`config.mk`:
```
export PLATFORM = sky130hd
export DESIGN_NAME = data_poll_scheduler_top_flat
export DESIGN_NICKNAME = d
export VERILOG_FILES = /design/src/sv/dps_pkg.sv /design/src/sv/dps_if.sv /design/src/sv/dps_ctrl.sv /design/src/sv/dps_outq.sv /design/src/sv/data_poll_scheduler_top.sv /design/src/flat_wrapper.sv
export SDC_FILE = /design/constraint.sdc
export NUM_CORES = 1
export LEC_CHECK = 0
export BUFFER_PORTS_ARGS = -buffer_cell sky130_fd_sc_hd__buf_4
export CORE_MARGIN = 1
export CORE_UTILIZATION = 28
export CTS_BUF_LIST = sky130_fd_sc_hd__clkbuf_16
export CTS_CLUSTER_SIZE = 10
export DETAILED_ROUTE_END_ITERATION = 10
export GPL_TIMING_DRIVEN = 0
export PLACE_DENSITY_LB_ADDON = 0.12
export REMOVE_ABC_BUFFERS = 1
export SLEW_MARGIN = 20
export SYNTH_ARGS = -nofsm -noshare
export SYNTH_HDL_FRONTEND = slang
export SYNTH_SLANG_ARGS = --single-unit
export TNS_END_PERCENT = 20
```
`constraint.sdc`:
```
create_clock -name clk_i -period 27.4 [get_ports clk_i]
set_input_delay 0 -clock clk_i [delete_from_list [all_inputs] [get_ports clk_i]]
set_output_delay 0 -clock clk_i [all_outputs]
set_load 0.05 [all_outputs]
```
`src/sv/dps_pkg.sv`:
```
// data poll scheduler package: item, result and configuration types,
// event and register codes, fixed counts
// no dependencies
package dps_pkg;

  localparam int unsigned PeriodW = 31;
  localparam int unsigned TimeW   = 32;
  localparam int unsigned CfgIdxW = 3;

  localparam logic [3:0] QUICK_POLLS_AFTER_TIMEOUT = 4'd5;
  localparam logic [7:0] MAX_FAST_POLLS            = 8'd15;
  localparam logic [7:0] DEFAULT_FAST_POLLS        = 8'd8;
  localparam logic [7:0] MAX_FAST_POLL_USERS       = 8'd63;

  typedef enum logic [3:0] {
    MODE_TICK       = 4'd0,
    MODE_POLL_DONE  = 4'd1,
    MODE_TIMEOUT    = 4'd2,
    MODE_RX_FRAME   = 4'd3,
    MODE_FAST_START = 4'd4,
    MODE_FAST_STOP  = 4'd5,
    MODE_START      = 4'd6,
    MODE_STOP       = 4'd7,
    MODE_SEND       = 4'd8,
    MODE_RECALC     = 4'd9
  } mode_e;

  typedef enum logic [1:0] {
    TX_OK      = 2'd0,
    TX_CCA     = 2'd1,
    TX_OTHER   = 2'd2,
    TX_UNKNOWN = 2'd3
  } tx_status_e;

  typedef enum logic [CfgIdxW-1:0] {
    CFG_DEFAULT_PERIOD  = 3'd0,
    CFG_EXTERNAL_PERIOD = 3'd1,
    CFG_ATTACH_MODE     = 3'd2,
    CFG_ATTACH_PERIOD   = 3'd3,
    CFG_RETX_PERIOD     = 3'd4,
    CFG_FAST_PERIOD     = 3'd5,
    CFG_MIN_PERIOD      = 3'd6,
    CFG_MAX_RETX        = 3'd7
  } cfg_idx_e;

  typedef struct packed {
    logic [3:0] mode;
    logic       parent_valid;
    logic [1:0] tx_status;
    logic       frame_pending;
    logic [7:0] fast_poll_count;
  } item_t;

  typedef struct packed {
    logic               send_poll;
    logic [PeriodW-1:0] poll_period;
    logic               detach;
    logic               status;
  } res_t;

  typedef struct packed {
    logic [PeriodW-1:0] default_period;
    logic [PeriodW-1:0] external_period;
    logic               attach_mode;
    logic [15:0]        attach_period;
    logic [15:0]        retx_period;
    logic [15:0]        fast_period;
    logic [15:0]        min_period;
    logic [3:0]         max_retx_attempts;
  } cfg_t;

endpackage

```
`src/sv/dps_if.sv`:
```
// data poll scheduler channel interfaces: item in, result out, config write
// uses dps_pkg for field widths
interface dps_in_if;
  logic       valid;
  logic       ready;
  logic [3:0] mode;
  logic       parent_valid;
  logic [1:0] tx_status;
  logic       frame_pending;
  logic [7:0] fast_poll_count;

  modport source (output valid, mode, parent_valid, tx_status, frame_pending,
                  fast_poll_count, input ready);
  modport sink (input valid, mode, parent_valid, tx_status, frame_pending,
                fast_poll_count, output ready);
endinterface

interface dps_res_if;
  logic                        valid;
  logic                        ready;
  logic                        send_poll;
  logic [dps_pkg::PeriodW-1:0] poll_period;
  logic                        detach;
  logic                        status;

  modport source (output valid, send_poll, poll_period, detach, status, input ready);
  modport sink (input valid, send_poll, poll_period, detach, status, output ready);
endinterface

interface dps_cfg_if;
  logic                        valid;
  logic                        ready;
  logic [dps_pkg::CfgIdxW-1:0] index;
  logic [dps_pkg::PeriodW-1:0] data;

  modport source (output valid, index, data, input ready);
  modport sink (input valid, index, data, output ready);
endinterface

```
`src/sv/dps_ctrl.sv`:
```
// data poll scheduler state and next-state logic: config registers,
// counters, poll timer, period selection and result word
// depends on dps_pkg
module dps_ctrl (
  input  logic                           clk_i,
  input  logic                           rst_ni,
  input  logic                           in_acc_i,
  input  dps_pkg::item_t                 item_i,
  input  logic                           cfg_we_i,
  input  logic [dps_pkg::CfgIdxW-1:0]    cfg_idx_i,
  input  logic [dps_pkg::PeriodW-1:0]    cfg_data_i,
  output dps_pkg::res_t                  res_o
);

  localparam int unsigned PW = dps_pkg::PeriodW;
  localparam int unsigned TW = dps_pkg::TimeW;

  dps_pkg::cfg_t   cfg_q, cfg_d;
  logic            en_q, en_d;
  logic            retx_q, retx_d;
  logic            run_q, run_d;
  logic [3:0]      fc_q, fc_d;
  logic [3:0]      to_q, to_d;
  logic [7:0]      fr_q, fr_d;
  logic [7:0]      fu_q, fu_d;
  logic [PW-1:0]   per_q, per_d;
  logic [TW-1:0]   ts_q, ts_d;
  logic [TW-1:0]   ct_q, ct_d;
  logic [TW-1:0]   dl_q, dl_d;

  function automatic logic [PW-1:0] calc_period(dps_pkg::cfg_t c, logic retx,
                                                 logic fast);
    logic [PW-1:0] p;
    p = c.default_period;
    if (c.attach_mode && {{(PW-16){1'b0}}, c.attach_period} < p) begin
      p = {{(PW-16){1'b0}}, c.attach_period};
    end
    if (retx && {{(PW-16){1'b0}}, c.retx_period} < p) begin
      p = {{(PW-16){1'b0}}, c.retx_period};
    end
    if (fast && {{(PW-16){1'b0}}, c.fast_period} < p) begin
      p = {{(PW-16){1'b0}}, c.fast_period};
    end
    if (c.external_period != '0 && c.external_period < p) begin
      p = c.external_period;
    end
    if (p == '0) begin
      p = {{(PW-16){1'b0}}, c.min_period};
    end
    return p;
  endfunction

  always_comb begin
    logic          poll;
    logic          halt;
    logic          resched;
    logic          restart;
    logic [7:0]    cnt;
    logic [TW-1:0] tick_diff;
    logic [TW-1:0] sa;
    logic [TW-1:0] sb;
    logic [TW-1:0] sdiff;
    cfg_d   = cfg_q;
    en_d    = en_q;
    retx_d  = retx_q;
    run_d   = run_q;
    fc_d    = fc_q;
    to_d    = to_q;
    fr_d    = fr_q;
    fu_d    = fu_q;
    per_d   = per_q;
    ts_d    = ts_q;
    ct_d    = ct_q;
    dl_d    = dl_q;
    res_o   = '0;
    poll    = 1'b0;
    halt    = 1'b0;
    resched = 1'b0;
    restart = 1'b0;
    cnt     = item_i.fast_poll_count;
    tick_diff = ct_q + TW'(1) - dl_q;
    sa      = '0;
    sb      = '0;
    sdiff   = '0;

    if (cfg_we_i) begin
      case (dps_pkg::cfg_idx_e'(cfg_idx_i))
        dps_pkg::CFG_DEFAULT_PERIOD: cfg_d.default_period = cfg_data_i;
        dps_pkg::CFG_EXTERNAL_PERIOD: begin
          if (cfg_data_i != cfg_q.external_period) begin
            cfg_d.external_period = cfg_data_i;
            resched = en_q;
          end
        end
        dps_pkg::CFG_ATTACH_MODE: begin
          if (cfg_data_i[0] != cfg_q.attach_mode) begin
            cfg_d.attach_mode = cfg_data_i[0];
            resched = en_q;
          end
        end
        dps_pkg::CFG_ATTACH_PERIOD: cfg_d.attach_period = cfg_data_i[15:0];
        dps_pkg::CFG_RETX_PERIOD: cfg_d.retx_period = cfg_data_i[15:0];
        dps_pkg::CFG_FAST_PERIOD: cfg_d.fast_period = cfg_data_i[15:0];
        dps_pkg::CFG_MIN_PERIOD: cfg_d.min_period = cfg_data_i[15:0];
        dps_pkg::CFG_MAX_RETX: cfg_d.max_retx_attempts = cfg_data_i[3:0];
        default: ;
      endcase
    end else if (in_acc_i) begin
      case (dps_pkg::mode_e'(item_i.mode))
        dps_pkg::MODE_TICK: begin
          ct_d = ct_q + TW'(1);
          // wrapping compare: fired once now - deadline is not negative
          if (run_q && !tick_diff[TW-1]) begin
            run_d = 1'b0;
            poll  = 1'b1;
          end
        end
        dps_pkg::MODE_POLL_DONE: begin
          if (en_q) begin
            if (!item_i.parent_valid) begin
              halt         = 1'b1;
              res_o.detach = 1'b1;
            end else if (item_i.tx_status == dps_pkg::TX_OK) begin
              if (fr_q != '0) begin
                fr_d = fr_q - 8'd1;
                if (fr_q == 8'd1) begin
                  resched = 1'b1;
                  fu_d    = '0;
                end
              end
              if (retx_q) begin
                retx_d  = 1'b0;
                fc_d    = '0;
                resched = 1'b1;
              end
            end else if (item_i.tx_status == dps_pkg::TX_CCA) begin
              retx_d  = 1'b1;
              resched = 1'b1;
            end else begin
              fc_d = fc_q + 4'd1;
              if (fc_d < cfg_q.max_retx_attempts) begin
                if (!retx_q) begin
                  retx_d  = 1'b1;
                  resched = 1'b1;
                end
              end else begin
                retx_d  = 1'b0;
                fc_d    = '0;
                resched = 1'b1;
              end
            end
          end
        end
        dps_pkg::MODE_TIMEOUT: begin
          if (en_q) begin
            to_d = to_q + 4'd1;
            if (to_d < dps_pkg::QUICK_POLLS_AFTER_TIMEOUT) begin
              poll = 1'b1;
            end else begin
              to_d = '0;
            end
          end
        end
        dps_pkg::MODE_RX_FRAME: begin
          if (en_q) begin
            to_d = '0;
            poll = item_i.frame_pending;
          end
        end
        dps_pkg::MODE_FAST_START: begin
          resched = en_q && (fr_q == '0);
          if (fu_q < dps_pkg::MAX_FAST_POLL_USERS) begin
            fu_d = fu_q + 8'd1;
          end
          if (cnt == '0) begin
            cnt = dps_pkg::DEFAULT_FAST_POLLS;
          end
          if (cnt > dps_pkg::MAX_FAST_POLLS) begin
            cnt = dps_pkg::MAX_FAST_POLLS;
          end
          if (cnt > fr_q) begin
            fr_d = cnt;
          end
        end
        dps_pkg::MODE_FAST_STOP: begin
          // last user leaving reschedules even while disabled
          if (fu_q != '0 && fu_q < dps_pkg::MAX_FAST_POLL_USERS) begin
            fu_d = fu_q - 8'd1;
            if (fu_q == 8'd1) begin
              fr_d    = '0;
              resched = 1'b1;
            end
          end
        end
        dps_pkg::MODE_START: begin
          if (!en_q) begin
            en_d    = 1'b1;
            resched = 1'b1;
          end
        end
        dps_pkg::MODE_STOP: halt = 1'b1;
        dps_pkg::MODE_SEND: poll = 1'b1;
        dps_pkg::MODE_RECALC: resched = en_q;
        default: ;
      endcase
    end

    if (poll) begin
      if (!en_q || !item_i.parent_valid) begin
        halt         = 1'b1;
        res_o.status = 1'b1;
      end else begin
        res_o.send_poll = 1'b1;
        restart         = 1'b1;
      end
    end

    if (resched) begin
      per_d = calc_period(cfg_d, retx_d, fr_d != '0);
      if (run_q) begin
        if (per_d != per_q) begin
          // keep the original start unless that lands before now + min_period
          sa    = ts_q + {{(TW-PW){1'b0}}, per_d};
          sb    = ct_q + {{(TW-16){1'b0}}, cfg_d.min_period};
          sdiff = sa - sb;
          dl_d  = sdiff[TW-1] ? sb : sa;
        end
      end else begin
        ts_d  = ct_d;
        dl_d  = ct_d + {{(TW-PW){1'b0}}, per_d};
        run_d = 1'b1;
      end
    end

    if (restart) begin
      ts_d  = ct_d;
      dl_d  = ct_d + {{(TW-PW){1'b0}}, per_q};
      run_d = 1'b1;
    end

    if (halt) begin
      run_d             = 1'b0;
      cfg_d.attach_mode = 1'b0;
      retx_d            = 1'b0;
      to_d              = '0;
      fc_d              = '0;
      fr_d              = '0;
      fu_d              = '0;
      en_d              = 1'b0;
    end

    res_o.poll_period = per_d;
  end

  always_ff @(posedge clk_i or negedge rst_ni) begin
    if (!rst_ni) begin
      cfg_q.default_period    <= PW'(240000);
      cfg_q.external_period   <= '0;
      cfg_q.attach_mode       <= 1'b0;
      cfg_q.attach_period     <= 16'd100;
      cfg_q.retx_period       <= 16'd1000;
      cfg_q.fast_period       <= 16'd188;
      cfg_q.min_period        <= 16'd10;
      cfg_q.max_retx_attempts <= 4'd5;
      en_q   <= 1'b0;
      retx_q <= 1'b0;
      run_q  <= 1'b0;
      fc_q   <= '0;
      to_q   <= '0;
      fr_q   <= '0;
      fu_q   <= '0;
      per_q  <= '0;
      ts_q   <= '0;
      ct_q   <= '0;
      dl_q   <= '0;
    end else begin
      cfg_q  <= cfg_d;
      en_q   <= en_d;
      retx_q <= retx_d;
      run_q  <= run_d;
      fc_q   <= fc_d;
      to_q   <= to_d;
      fr_q   <= fr_d;
      fu_q   <= fu_d;
      per_q  <= per_d;
      ts_q   <= ts_d;
      ct_q   <= ct_d;
      dl_q   <= dl_d;
    end
  end

  a_stop_clears: assert property (@(posedge clk_i) disable iff (!rst_ni)
    (in_acc_i && !cfg_we_i && item_i.mode == dps_pkg::MODE_STOP)
    |=> (!en_q && !run_q && fu_q == '0 && fr_q == '0))
    else $error("stop left polling active");

  a_start_runs: assert property (@(posedge clk_i) disable iff (!rst_ni)
    (in_acc_i && !cfg_we_i && !en_q && item_i.mode == dps_pkg::MODE_START)
    |=> (en_q && run_q))
    else $error("start did not arm the poll timer");

  a_send_xor_err: assert property (@(posedge clk_i) disable iff (!rst_ni)
    !(res_o.send_poll && res_o.status))
    else $error("poll sent and error flagged together");

  a_users_cap: assert property (@(posedge clk_i) disable iff (!rst_ni)
    fu_q <= dps_pkg::MAX_FAST_POLL_USERS && fr_q <= dps_pkg::MAX_FAST_POLLS)
    else $error("fast-poll counters out of range");

endmodule

```
`src/sv/dps_outq.sv`:
```
// data poll scheduler result buffer: output register plus one skid entry
// depends on dps_pkg
module dps_outq (
  input  logic          clk_i,
  input  logic          rst_ni,
  input  logic          push_i,
  input  dps_pkg::res_t data_i,
  output logic          ready_o,
  output logic          valid_o,
  output dps_pkg::res_t data_o,
  input  logic          pop_ready_i
);

  logic          main_v_q, skid_v_q;
  dps_pkg::res_t main_q, skid_q;
  logic          pop;

  assign pop     = main_v_q && pop_ready_i;
  assign ready_o = !skid_v_q;
  assign valid_o = main_v_q;
  assign data_o  = main_q;

  always_ff @(posedge clk_i or negedge rst_ni) begin
    if (!rst_ni) begin
      main_v_q <= 1'b0;
      skid_v_q <= 1'b0;
    end else begin
      if (pop) begin
        if (skid_v_q) begin
          skid_v_q <= 1'b0;
        end else begin
          main_v_q <= push_i;
        end
      end else if (push_i) begin
        if (!main_v_q) begin
          main_v_q <= 1'b1;
        end else begin
          skid_v_q <= 1'b1;
        end
      end
    end
  end

  // payload registers, no reset
  always_ff @(posedge clk_i) begin
    if (pop) begin
      main_q <= skid_v_q ? skid_q : data_i;
    end else if (push_i && !main_v_q) begin
      main_q <= data_i;
    end
    if (push_i && main_v_q && !pop) begin
      skid_q <= data_i;
    end
  end

  a_skid_behind_main: assert property (@(posedge clk_i) disable iff (!rst_ni)
    skid_v_q |-> main_v_q)
    else $error("skid word held with empty output register");

  a_no_overflow: assert property (@(posedge clk_i) disable iff (!rst_ni)
    push_i |-> !skid_v_q)
    else $error("word pushed into full result buffer");

endmodule

```
`src/sv/data_poll_scheduler_top.sv`:
```
// data poll scheduler top level: channel wiring, config port, result buffer
// depends on dps_pkg, dps_if, dps_ctrl, dps_outq
//
// Usage:
//   in_i carries one word per event or millisecond tick (mode selects which);
//   every accepted word yields exactly one result word on out_o, in order.
//   cfg_i writes register index/data; write only while no result is pending.
//   cfg_i is always ready; in_i.ready is held low during a config write.
// Processing and throughput:
//   a word is processed in the cycle it is accepted; its result is registered
//   in the output register, or in the skid entry while that is held. One word
//   per cycle is sustained while in_i.ready is high: the dps_ctrl update (period
//   minimum, wrapping deadline compare) is one register-to-register stage.
// Stall:
//   a skid entry behind the output register lets one more word in while the
//   receiver holds ready low; in_i.ready drops once both entries are full.
// Reset:
//   counters, timer and time base clear, config registers take their reset
//   values, the result buffer empties; no clearing pass is needed.
module data_poll_scheduler_top (
  input  logic    clk_i,
  input  logic    rst_ni,
  dps_in_if.sink  in_i,
  dps_res_if.source out_o,
  dps_cfg_if.sink cfg_i
);

  dps_pkg::item_t item;
  dps_pkg::res_t  res;
  dps_pkg::res_t  res_out;
  logic           q_ready;
  logic           in_acc;
  logic           cfg_we;

  assign cfg_i.ready = 1'b1;
  assign cfg_we      = cfg_i.valid;
  assign in_i.ready  = q_ready && !cfg_i.valid;
  assign in_acc      = in_i.valid && in_i.ready;

  assign item.mode            = in_i.mode;
  assign item.parent_valid    = in_i.parent_valid;
  assign item.tx_status       = in_i.tx_status;
  assign item.frame_pending   = in_i.frame_pending;
  assign item.fast_poll_count = in_i.fast_poll_count;

  dps_ctrl u_ctrl (
    .clk_i      (clk_i),
    .rst_ni     (rst_ni),
    .in_acc_i   (in_acc),
    .item_i     (item),
    .cfg_we_i   (cfg_we),
    .cfg_idx_i  (cfg_i.index),
    .cfg_data_i (cfg_i.data),
    .res_o      (res)
  );

  dps_outq u_outq (
    .clk_i       (clk_i),
    .rst_ni      (rst_ni),
    .push_i      (in_acc),
    .data_i      (res),
    .ready_o     (q_ready),
    .valid_o     (out_o.valid),
    .data_o      (res_out),
    .pop_ready_i (out_o.ready)
  );

  assign out_o.send_poll   = res_out.send_poll;
  assign out_o.poll_period = res_out.poll_period;
  assign out_o.detach      = res_out.detach;
  assign out_o.status      = res_out.status;

endmodule
```
`src/flat_wrapper.sv`:
```
// flat-port wrapper written by rule: the top's interface ports become plain ports
module data_poll_scheduler_top_flat 
  (clk_i, rst_ni, in_i_valid, in_i_mode, in_i_parent_valid, in_i_tx_status, in_i_frame_pending, in_i_fast_poll_count, in_i_ready, out_o_valid, out_o_send_poll, out_o_poll_period, out_o_detach, out_o_status, out_o_ready, cfg_i_valid, cfg_i_index, cfg_i_data, cfg_i_ready);
  dps_in_if in_i_i ();
  dps_res_if out_o_i ();
  dps_cfg_if cfg_i_i ();
  input  logic clk_i;
  input  logic rst_ni;
  input wire logic [$bits(in_i_i.valid)-1:0] in_i_valid;
  input wire logic [$bits(in_i_i.mode)-1:0] in_i_mode;
  input wire logic [$bits(in_i_i.parent_valid)-1:0] in_i_parent_valid;
  input wire logic [$bits(in_i_i.tx_status)-1:0] in_i_tx_status;
  input wire logic [$bits(in_i_i.frame_pending)-1:0] in_i_frame_pending;
  input wire logic [$bits(in_i_i.fast_poll_count)-1:0] in_i_fast_poll_count;
  output wire logic [$bits(in_i_i.ready)-1:0] in_i_ready;
  output wire logic [$bits(out_o_i.valid)-1:0] out_o_valid;
  output wire logic [$bits(out_o_i.send_poll)-1:0] out_o_send_poll;
  output wire logic [$bits(out_o_i.poll_period)-1:0] out_o_poll_period;
  output wire logic [$bits(out_o_i.detach)-1:0] out_o_detach;
  output wire logic [$bits(out_o_i.status)-1:0] out_o_status;
  input wire logic [$bits(out_o_i.ready)-1:0] out_o_ready;
  input wire logic [$bits(cfg_i_i.valid)-1:0] cfg_i_valid;
  input wire logic [$bits(cfg_i_i.index)-1:0] cfg_i_index;
  input wire logic [$bits(cfg_i_i.data)-1:0] cfg_i_data;
  output wire logic [$bits(cfg_i_i.ready)-1:0] cfg_i_ready;
  assign in_i_i.valid = in_i_valid;
  assign in_i_i.mode = in_i_mode;
  assign in_i_i.parent_valid = in_i_parent_valid;
  assign in_i_i.tx_status = in_i_tx_status;
  assign in_i_i.frame_pending = in_i_frame_pending;
  assign in_i_i.fast_poll_count = in_i_fast_poll_count;
  assign in_i_ready = in_i_i.ready;
  assign out_o_valid = out_o_i.valid;
  assign out_o_send_poll = out_o_i.send_poll;
  assign out_o_poll_period = out_o_i.poll_period;
  assign out_o_detach = out_o_i.detach;
  assign out_o_status = out_o_i.status;
  assign out_o_i.ready = out_o_ready;
  assign cfg_i_i.valid = cfg_i_valid;
  assign cfg_i_i.index = cfg_i_index;
  assign cfg_i_i.data = cfg_i_data;
  assign cfg_i_ready = cfg_i_i.ready;
  data_poll_scheduler_top u_core (.clk_i(clk_i), .rst_ni(rst_ni), .in_i(in_i_i), .out_o(out_o_i), .cfg_i(cfg_i_i));
endmodule
```
Word-level counts from Yosys, hierarchy flattened
Cells that the tools add are included.

Register bits after elaboration: 355. Input bits: 55. Word-level logic and storage cells: 288.

Magnitude comparators: 9. Eq/ne operators: 37. Multiplexer cells: 150. Reductions and logical operators: 51. $add $sub $neg: 12.

Operators with widths (number): $mux W31 (14); $mux W32 (11); $mux W8 (28); $mux W131 (1); $mux W34 (3); $add A32 B31 Y32 (3); $lt A16 B31 Y1 (3); $mux W4 (17); $mux W1 (65); $mux W16 (4); $sub A32 B32 Y32 (2); $ne A31 B31 Y1 (2); $pmux W8 S3 (2); $add A32 B1 Y32 const B (1); $add A32 B16 Y32 (1); $logic_not A31 Y1 (1); $lt A31 B31 Y1 (1); $reduce_bool A31 Y1 (1); $ne A3 B3 Y1 const B (9); $reduce_bool A8 Y1 (3); $reduce_bool A2 Y1 (9); $eq A4 B3 Y1 const B (4); $eq A8 B1 Y1 const B (2); $logic_not A8 Y1 (2); other kinds (36) (70).

Longest topological paths before layout
Depth after elaboration: 33. Mapped depth: 108. Mapped depth without buffers: 95.

Hierarchy
Synthesis repeated with hierarchy kept, for this count alone.

Cells, all modules: 3052. Area total of the unflattened synthesis: 28204.6 um2.

By module, submodules not included: dps_ctrl (area an instance 25495.7 um2, instances 1, cells an instance 2933); dps_outq (area an instance 2682.6 um2, instances 1, cells an instance 115); data_poll_scheduler_top (area an instance 26.3 um2, instances 1, cells an instance 4).

Worst setup path after synthesis
Ideal clock, no wire load.

Path type: in2reg. From: input port cfg_i_index[1]. To: register u_core.u_ctrl.dl_q[0]. Path buffers: 12. Stages on the path: 99. Arrival: 17.232 ns. Setup time: 0.126 ns. Setup slack: 10.042 ns. Cells stage by stage: or4b_1 > buf_6 > buf_2 > buf_1 > mux2i_1 > ha_1 > and3_1 > a221o_1 > a21oi_1 > nor2_1 > a311oi_2 > nand2_1 > clkbuf_1 > clkbuf_1 > clkbuf_1 > a21oi_1 > inv_1 > ha_1 > [63 not listed] > nand2b_1 > xor2_1 > ha_1 > nor2b_1 > o21ai_0 > nand2b_1 > a21oi_1 > nor2b_1 > o21ai_0 > nand2b_1 > a21oi_1 > o31ai_1 > xnor2_1 > xnor2_1 > xnor2_1 > buf_2 > mux2_1 > a221o_1.

Word-level cells in the longest chain between the ends: 29.

Ends and longest elaborated chain: start: declaration (line flat_wrapper.sv:23) `input wire logic [$bits(cfg_i_i.index)-1:0] cfg_i_index;`; $eq A3 B2 Y1 or $logic_not A3 Y1 (tied branches) (line dps_ctrl.sv:87) `case (dps_pkg::cfg_idx_e'(cfg_idx_i))`; $mux W16 or $mux W31 (tied branches) (line dps_ctrl.sv:87); $mux W131 (line dps_ctrl.sv:86) `if (cfg_we_i) begin`; $lt A16 B31 Y1 (line dps_ctrl.sv:35) `if (c.attach_mode && {{(PW-16){1'b0}}, c.attach_period} < p) begin`; $logic_and A1 B1 Y1 (line dps_ctrl.sv:35); $mux W31 (line dps_ctrl.sv:35); $mux W31 (line dps_ctrl.sv:218) `if (resched) begin`; $lt A16 B31 Y1 (line dps_ctrl.sv:38) `if (retx && {{(PW-16){1'b0}}, c.retx_period} < p) begin`; [13 not listed]; $mux W31 (line dps_ctrl.sv:218); $add A32 B31 Y32 (line dps_ctrl.sv:223) `sa = ts_q + {{(TW-PW){1'b0}}, per_d};`; $sub A32 B32 Y32 (line dps_ctrl.sv:225) `sdiff = sa - sb;`; $mux W32 (line dps_ctrl.sv:226) `dl_d = sdiff[TW-1] ? sb : sa;`; $mux W32 (line dps_ctrl.sv:221) `if (per_d != per_q) begin`; $mux W32 (line dps_ctrl.sv:220) `if (run_q) begin`; $mux W32 (line dps_ctrl.sv:218); $mux W32 (line dps_ctrl.sv:235) `if (restart) begin`; end signal: assignment (line dps_ctrl.sv:288) `dl_q <= dl_d;`; end: declaration (line dps_ctrl.sv:29) `logic [TW-1:0] dl_q, dl_d;`.

Several ways; a longest one is shown, not always the timed one. The select of a mux whose other input is x is not followed. A chain may end at the register's enable or synchronous reset.

Worst setup path in the final report
From: input port cfg_i_index[1]. To: register u_core.u_ctrl.dl_q[19].

Same word-level chain as after synthesis.

==> impl_metrics.tcl <==
set metrics [dict create \
    cts_resized 0 \
    initial_core_util 0.284 \
    ys_async_sr_fraction 0.808 \
    min_period_over_period 0.808 \
    rows 112 \
    dieArea_mm2 0.0962 \
    postCtsSetupBuffers 0 \
    fmax_mhz 45.2 \
    yosysTopAreaCellShare 0.246 \
    stdcell_count 4305 \
    hold_violations 0 \
    critPathLaunchType "input pin" \
    drt-total-wl_um 90000 \
    grt_max_degree 85 \
    rsz0062_at_grt "false" \
    worstPathArrival_ns 22.58 \
    synth_area_leaders "dfrtp_1 (25%), ha_1 (11%), edfxtp_1 (7.7%), mux2_2 (5.4%), xnor2_1 (4.9%)" \
    ios 92 \
    grt_pass1_wl_um 137000 \
    die_h_um 310 \
    path_depth 94 \
    hold_path_depth 3 \
    overflow 0 \
    power_density_mw_per_mm2 98.4 \
    cp-startpoint "cfg_i_index[1]" \
    status "completed" \
    viasPerCell 5.04 \
    max_slew_margin 0.250 \
    htree_levels 2 \
    yosys.area.top_type "dfrtp_1" \
    placed_cells 4162 \
    slew_violations 0 \
    drt_iter0_drc 1256 \
    finalClockSkew_ns 0.0281 \
    crit_top_cell "o21ai_0" \
    cts.path.max_buffers 3 \
    area_delta_synth_final_pct 15.9 \
    ys_types 104 \
    end_kind "flop" \
    r2r-start "u_core.u_ctrl.cfg_q[113]" \
    clk_latency_ns 0.61 \
    period_needed_ns 22.13 \
    finalPower_mw 3.03 \
    gp_congestion 0.858 \
    reg2reg_depth 91 \
    maxCapViolCount 0 \
    finalSetupTns_ns 0 \
    path_buf_inv 8 \
    firstDrtPassIters 6 \
    cts_tree "yes" \
    synthCells 2912 \
    final-setup-viol-count 0 \
    r2r_setup_slack_ns 6.10 \
    coreArea_mm2 0.0937 \
    crit_type "in -> reg" \
    antenna_found_initial 0 \
    wire_per_inst_um 20.9 \
    min_from "cfg_i_index[0]" \
    peakVddDrop_uv 44.9 \
    final_nets 3311 \
    ys_seq_area_frac 0.348 \
    critical_path.top_delay_family "compound AO/OA/AOI/OAI gates" \
    port_buffers 90 \
    whs_ns 0.0315 \
    antenna_left 0 \
    cts_root_buffer "clkbuf_16" \
    crit_slowest_cell "or4b_2" \
    slowest_delay_ns 0.96 \
    syn_area_mm2 0.0266 \
    timing_worst_slew_pin_value_ns 1.09 \
    hold_class "in -> reg" \
    die_w_um 310 \
    grt_pass1_vias 22029 \
    vias 21710 \
    ys_ff_latch 355 \
    dp_hpwl_um 69600 \
    critical_path_peak_fanout 37 \
    syn_area_per_cell_um2 9.14 \
    remaining_drc_errors 0 \
    track_usage 0.188 \
    finish.utilization 0.329 \
    synth_warnings 0 \
    synth_top_flop_cell "dfrtp_1" \
    synth_edf_count 68 \
    cts.reportedPaths.clkPinSlew_ns 0.06 \
    drive_above_1_share 0.128 \
    cts_buffers 49 \
    p_leak_nw 14.1 \
    cts.sinks 355 \
    required_ns 27.85 \
]
through the flow:
stage	setup WS, ns	cell area (um^2)
floorplan	7.11	26100
CTS	4.89	30800
finish	5.27	30800
detailed placement	4.95	28900
global placement	-0.464	28400
global route	3.52	30800
worst register-to-register path: cells and delay by family, from the launching register on:
kind	cells	cell delay, ns
AOI/OAI and AO/OA	50	12.07
xor gates and xnor gates	4	1.31
adders and majority gates	6	1.83
buffers and inverters	6	1.16
DFF	1	0.51
muxes	2	0.19
and+or+nand+nor	23	4.09
cells in the final DEF (no fill, tap or decap), types with 35 or more instances in the layout:
cell type      netlist  layout
nand2_1            281     278
dfrtp_1            262     262
ha_1               244     244
nor2_1             226     226
inv_1              203     214
a21oi_1            174     174
xnor2_1            148     147
o21ai_0            130     129
mux2_2             127     127
xor2_1              93      93
buf_4                2      91
mux2i_1             79      79
nand3_1             69      68
edfxtp_1            68      68
a21o_1              56      56
clkbuf_16            0      51
nor3_1              50      50
dlygate4sd3_1        0      49
nand4_1             46      46
nor4_1              36      35
cell type report:
type,count,area [um^2]
fillers,9619,62900
multi-input cells,2236,16200
flip-flops and latches,355,9260
repair buffers,162,1580
well taps,1254,1570
clock buffers,51,1280
inverters,204,766
clock inverters,41,208
diodes,2,5.00
cell families after synthesis:
kind of cell,count (synthesis),share of synthesized area
AOI/OAI and AO/OA,639,0.158
muxes,213,0.0875
buffers and inverters,324,0.0475
adders and majority gates,253,0.120
xor gates and xnor gates,241,0.0793
and+or+nand+nor,885,0.160
other,2,0.000282
DFF,355,0.348
report_power, final:
part	internal [mW]	switching, mW
Sequential	0.683	0.0970
Combinational	0.624	1.02
Clock	0.343	0.263
worst paths after layout:
check	to
max	u_core.u_ctrl.dl_q[19]
min	u_core.u_ctrl.cfg_q[1]
max reg2reg	u_core.u_ctrl.dl_q[19]
min reg2reg	u_core.u_ctrl.cfg_q[117]
max in group asynchronous	u_core.u_ctrl.en_q
min in group asynchronous	u_core.u_ctrl.ts_q[1]
per-layer routing:
| layer | part of all wire | routed length (um) | global-route usage |
|---|---|---|---|
| met1 | 0.47 | 42100 | 0.249 |
| met2 | 0.47 | 41900 | 0.313 |
| met3 | 0.034 | 3040 | 0.0245 |
| met4 | 0.033 | 2970 | 0.0635 |
| met5 | 0 | 0 | 0 |
registers in the layout, summed over array words and instances (netlist names):
name	count
u_core.u_ctrl.fu_q	8
u_core.u_ctrl.en_q	1
u_core.u_outq.skid_v_q	1
u_core.u_ctrl.per_q	31
u_core.u_ctrl.ct_q	32
u_core.u_outq.data_o	34
u_core.u_ctrl.dl_q	32
u_core.u_ctrl.cfg_q	131
u_core.u_ctrl.fr_q	8
u_core.u_ctrl.retx_q	1
u_core.u_ctrl.ts_q	32
u_core.u_ctrl.run_q	1
u_core.u_outq.skid_q	34
u_core.u_ctrl.fc_q	4
u_core.u_outq.valid_o	1
u_core.u_ctrl.to_q	4
Yosys cell counts, types with 24 or more instances:
cell type,count
nand2_1,281
dfrtp_1,262
ha_1,244
nor2_1,226
inv_1,203
a21oi_1,174
xnor2_1,148
o21ai_0,130
mux2_2,127
xor2_1,93
clkbuf_1,82
mux2i_1,79
nand3_1,69
edfxtp_1,68
a21o_1,56
nor3_1,50
nand4_1,46
nor4_1,36
nand2b_1,28
o21bai_1,27
and3_1,25
dfstp_2,25
nor2b_1,24
o21a_1,24
repair_timing:
item | CTS | global route
hold buffers | 49 | 0
endpoints found under the hold margin | 270 | 0
setup endpoints to repair | 0 | 0
(Power assumes the default switching activity.)
